$ cat src/cptp_pkg.sv
// Shared constants, codes and types for the prime table core.
// No dependencies.
package cptp_pkg;
    localparam int VALUE_BITS  = 20;
    localparam int TABLE_DEPTH = 1024;
    localparam int IDX_W       = $clog2(TABLE_DEPTH);
    localparam int CNT_W       = $clog2(TABLE_DEPTH + 1);
    localparam int DW          = VALUE_BITS + 1;
    localparam int DIV_CNT_W   = $clog2(DW + 1);
    localparam int STATUS_W    = 2;

    localparam logic [STATUS_W-1:0] ST_OK        = 2'd0;
    localparam logic [STATUS_W-1:0] ST_BELOW_ONE = 2'd1;
    localparam logic [STATUS_W-1:0] ST_FULL      = 2'd2;

    localparam logic ACT_QUERY  = 1'b0;
    localparam logic ACT_EXTEND = 1'b1;

    typedef struct packed {
        logic          done;
        logic [DW-1:0] quot;
        logic [DW-1:0] rem;
    } div_result_t;
endpackage

$ cat src/cptp_divider.sv
// Restoring divider, one quotient bit per cycle.
// Depends on cptp_pkg.
module cptp_divider
    import cptp_pkg::*;
(
    input  logic          clk,
    input  logic          rst_n,
    input  logic          start,
    input  logic [DW-1:0] dividend,
    input  logic [DW-1:0] divisor,
    output div_result_t   result
);
    logic                 busy_reg, busy_next;
    logic                 done_reg, done_next;
    logic [DIV_CNT_W-1:0] cnt_reg, cnt_next;
    logic [DW-1:0]        rem_reg, rem_next;
    logic [DW-1:0]        quo_reg, quo_next;
    logic [DW-1:0]        dvs_reg, dvs_next;
    logic [DW:0]          shifted;
    logic [DW:0]          diff;

    always_comb
    begin
        shifted   = {rem_reg, quo_reg[DW-1]};
        diff      = shifted - {1'b0, dvs_reg};
        busy_next = busy_reg;
        done_next = 1'b0;
        cnt_next  = cnt_reg;
        rem_next  = rem_reg;
        quo_next  = quo_reg;
        dvs_next  = dvs_reg;
        if (start)
        begin
            busy_next = 1'b1;
            cnt_next  = DIV_CNT_W'(DW);
            rem_next  = '0;
            quo_next  = dividend;
            dvs_next  = divisor;
        end
        else if (busy_reg)
        begin
            // keep the partial remainder when the subtract goes negative
            rem_next = diff[DW] ? shifted[DW-1:0] : diff[DW-1:0];
            quo_next = {quo_reg[DW-2:0], ~diff[DW]};
            cnt_next = cnt_reg - DIV_CNT_W'(1);
            if (cnt_reg == DIV_CNT_W'(1))
            begin
                busy_next = 1'b0;
                done_next = 1'b1;
            end
        end
    end

    always_ff @(posedge clk or negedge rst_n)
    begin
        if (!rst_n)
        begin
            busy_reg <= 1'b0;
            done_reg <= 1'b0;
        end
        else
        begin
            busy_reg <= busy_next;
            done_reg <= done_next;
        end
    end

    always_ff @(posedge clk)
    begin
        cnt_reg <= cnt_next;
        rem_reg <= rem_next;
        quo_reg <= quo_next;
        dvs_reg <= dvs_next;
    end

    assign result.done = done_reg;
    assign result.quot = quo_reg;
    assign result.rem  = rem_reg;
endmodule

$ cat config.mk
export PLATFORM = sky130hd
export DESIGN_NAME = cptp_divider
export DESIGN_NICKNAME = d
export VERILOG_FILES = /design/src/cptp_pkg.sv /design/src/cptp_divider.sv
export SDC_FILE = /design/constraint.sdc
export NUM_CORES = 1
export LEC_CHECK = 0
export BUFFER_PORTS_ARGS = -buffer_cell sky130_fd_sc_hd__buf_2
export CORE_UTILIZATION = 61
export CTS_BUF_LIST = sky130_fd_sc_hd__clkbuf_4
export CTS_CLUSTER_DIAMETER = 50
export DETAILED_ROUTE_END_ITERATION = 7
export PLACE_DENSITY = 0.91
export SETUP_SLACK_MARGIN = 0.5
export SLEW_MARGIN = 40
export SYNTH_ARGS = -nofsm -noshare
export SYNTH_HDL_FRONTEND = slang
export SYNTH_SLANG_ARGS = --single-unit
$ cat constraint.sdc
create_clock -name clk -period 5.7 [get_ports clk]
set_input_delay 0.285 -clock clk [delete_from_list [all_inputs] [get_ports clk]]
set_output_delay 0.285 -clock clk [all_outputs]
set_load 0.005 [all_outputs]
==> flow_metrics.env <==
export IMPL_status="finished with violations"
export IMPL_violations="design-rule violations"
export IMPL_p_leak_nw=2.14
export IMPL_synth_edf_count=42
export IMPL_antennaDiodeCount=0
export IMPL_cp_required_ns=6.02
export IMPL_area_growth_pct=14.4
export IMPL_grt_pass1_vias=3393
export IMPL_cts_tree="done"
export IMPL_critical_path_class="flip-flop to flip-flop"
export IMPL_synth_commonest_cells="edfxtp_1, nor2_1, nand2_1"
export IMPL_setup_slack_ns=2.50
export IMPL_drc=8
export IMPL_syn_inst=412
export IMPL_num_vias=3568
export IMPL_path_cells="ha_1 -> a21oi_1 -> o21ai_0 -> nand2b_1 -> a21oi_1 -> a22o_2 -> or2_1 -> mux2_2"
export IMPL_final_nets=556
export IMPL_grt_usage=0.296
export IMPL_setup_viol=0
export IMPL_clk_pin_slew_ns=0.14
export IMPL_drt_wirelength_per_cell_microns=17.8
export IMPL_fmax_mhz=313
export IMPL_yosys_area_top_type_share=0.308
export IMPL_finalCritPeriodShare=0.561
export IMPL_ant_nets=0
export IMPL_hpwl_microns=6880
export IMPL_ios=88
export IMPL_pre_cts_ws_ns=2.34
export IMPL_maxCapViolCount=0
export IMPL_rsz0062_at_grt="no"
export IMPL_path_max_fanout=29
export IMPL_synth_yosys_seq_area_share=0.447
export IMPL_yosys_top_cells_area="edfxtp_1, dfxtp_1, ha_1"
export IMPL_crit_start="rem_reg[13]"
export IMPL_cp_end_kind="flip-flop"
export IMPL_cp_arrival_ns=3.51
export IMPL_yosysUniqueCellTypes=57
export IMPL_min_period_ns=3.20
export IMPL_viasPerCell=6.27
export IMPL_ys_ff_latch=70
export IMPL_cp_slowest_stage_delay_ns=0.59
export IMPL_fin_tns_setup_ns=0
export IMPL_yosys_warnings=0
export IMPL_path_common_cell="a21oi_1"
export IMPL_final_hold_viol_count=0
export IMPL_min_path_type="input pin to flip-flop"
export IMPL_clockRootBuffer="clkbuf_4"
export IMPL_place_area_sq_um=4530
export IMPL_routabilityCongestion=0.981
export IMPL_antenna_found_initial=0
export IMPL_r2r_end="quo_reg[0]"
export IMPL_async_flop_share=0.0286
export IMPL_hold_buffers=1
export IMPL_post_cts_buffers=0
export IMPL_ir_worst_vdd_uv=262
export IMPL_start_util=0.638
export IMPL_slew_headroom=0.473
export IMPL_min_delay_path_depth=1
export IMPL_syn_area_sq_um=4100
export IMPL_hold_ws_ns=0.0182
export IMPL_clock_latency_ns=0.43
export IMPL_firstDrtPassIters=8
export IMPL_syn_area_per_cell_sq_um=9.95
export IMPL_final_cell_area_sq_um=4690
export IMPL_synth_fp_nets=481
export IMPL_clock_path_buffers=2
export IMPL_grt_max_degree=65
export IMPL_start_kind="flip-flop"
export IMPL_design_core_area_sq_um=6420
export IMPL_cts_resized=0
export IMPL_drive_above_1_share=0.289
export IMPL_synth_ff_type="edfxtp_1"
export IMPL_r2r_start="rem_reg[13]"
export IMPL_fillers=428
export IMPL_drv_slew=0
export IMPL_r2r_cells=8
export IMPL_portBuffers=87
export IMPL_grt_pass1_wl_microns=16300
export IMPL_drt_total_wl_microns=10100
export IMPL_fp_dieW_microns=84.0
export IMPL_netlist_top_cell_by_area="edfxtp_1"
export IMPL_htree_levels=3
export IMPL_die_h_microns=84.0
export IMPL_cpMaxStageDelayCell="or2_1"
export IMPL_reg2reg_setup_slack_ns=2.50
export IMPL_rows=29
export IMPL_cts_sinks=70
export IMPL_drtIter0Drc=317
export IMPL_p_per_area_nw_per_um2=350
export IMPL_cts_made_buffers=9
export IMPL_cp_endpoint="quo_reg[0]"
export IMPL_skew_ns=0.0208
export IMPL_overflow=0
export IMPL_dieArea_sq_um=7050
export IMPL_synth_most_common_cell="edfxtp_1"
export IMPL_tightest_slew_ns=0.789
-- through the flow --
step	power, mW	cells	util
6_report	1.64	569	0.730
2_1_floorplan	1.12	412	-
5_1_grt	1.72	569	0.730
4_1_cts	1.63	569	0.730
3_5_place_dp	1.29	552	0.706
3_3_place_gp	1.27	552	0.705
-- cells in the final DEF, fill, tap and decap left out, types with 3 or more instances in the layout --
cell type / n
buf_2: 87
edfxtp_1: 42
nand2_1: 31
nor2_1: 31
a21oi_1: 30
inv_1: 29
dfxtp_1: 26
ha_1: 23
mux2_2: 21
o21ai_0: 19
xnor2_1: 12
clkbuf_4: 10
o211ai_1: 8
a21o_1: 7
xor2_1: 7
nand2b_1: 6
o311a_1: 6
nor2b_1: 5
nand3_1: 5
a211oi_1: 5
o31ai_1: 5
a31o_2: 5
or3_1: 4
o2111ai_1: 4
or4_1: 3
o221ai_1: 3
o21bai_1: 3
o21a_1: 3
or3b_1: 3
a311oi_1: 3
buf_4: 3
-- cell type report --
type / count / area (sq um) / share of cell area
Multi-Input combinational cell: 286 / 2040 / 0.435
Sequential cell: 70 / 1830 / 0.391
Timing Repair Buffer: 91 / 468 / 0.0998
Inverter: 29 / 109 / 0.0232
Tap cell: 77 / 96.3 / 0.0205
Clock buffer: 10 / 75.1 / 0.0160
Clock inverter: 6 / 70.1 / 0.0149
-- worst min path at each step --
| stage | startpoint | to | slack [ns] |
|---|---|---|---|
| global route | divisor[1] | dvs_reg[1] | 0.01 |
| floorplan | rst_n | busy_reg | -0.01 |
| finish | divisor[1] | dvs_reg[1] | 0.02 |
| global placement | rst_n | done_reg | 0.07 |
| CTS | divisor[1] | dvs_reg[1] | 0.008 |
| detailed placement | rst_n | done_reg | 0.07 |
-- power by group --
part	switching (mW)	total (mW)	internal (mW)
Sequential	0.0639	0.677	0.613
Combinational	0.355	0.628	0.273
Clock	0.196	0.339	0.143
Total	0.616	1.64	1.03
-- worst max-delay path: cells and delay by family (launching register included) --
family                   cells  cell delay (ns)
AO/OA/AOI/OAI                4             1.31
AND/OR/NAND/NOR              2             0.77
adder cells (fa/ha/maj)      1             0.40
flip-flops                   1             0.36
multiplexers                 1             0.27
-- logic make-up after synthesis --
kind of cell / after synthesis / share of synthesized area
AND/OR/NAND/NOR: 107 / 0.130
flip-flops: 70 / 0.447
multiplexers: 21 / 0.0577
adder cells (fa/ha/maj): 24 / 0.0751
buffers and inverters: 56 / 0.0583
XOR/XNOR: 19 / 0.0406
AO/OA/AOI/OAI: 115 / 0.192
-- per-layer routing --
layer | share of wire | GRT usage
met4 | 0.022 | 0.122
met2 | 0.48 | 0.483
met3 | 0.081 | 0.0514
met1 | 0.42 | 0.389
met5 | 0 | 0
Note: power is estimated with default switching activity, not from simulation.
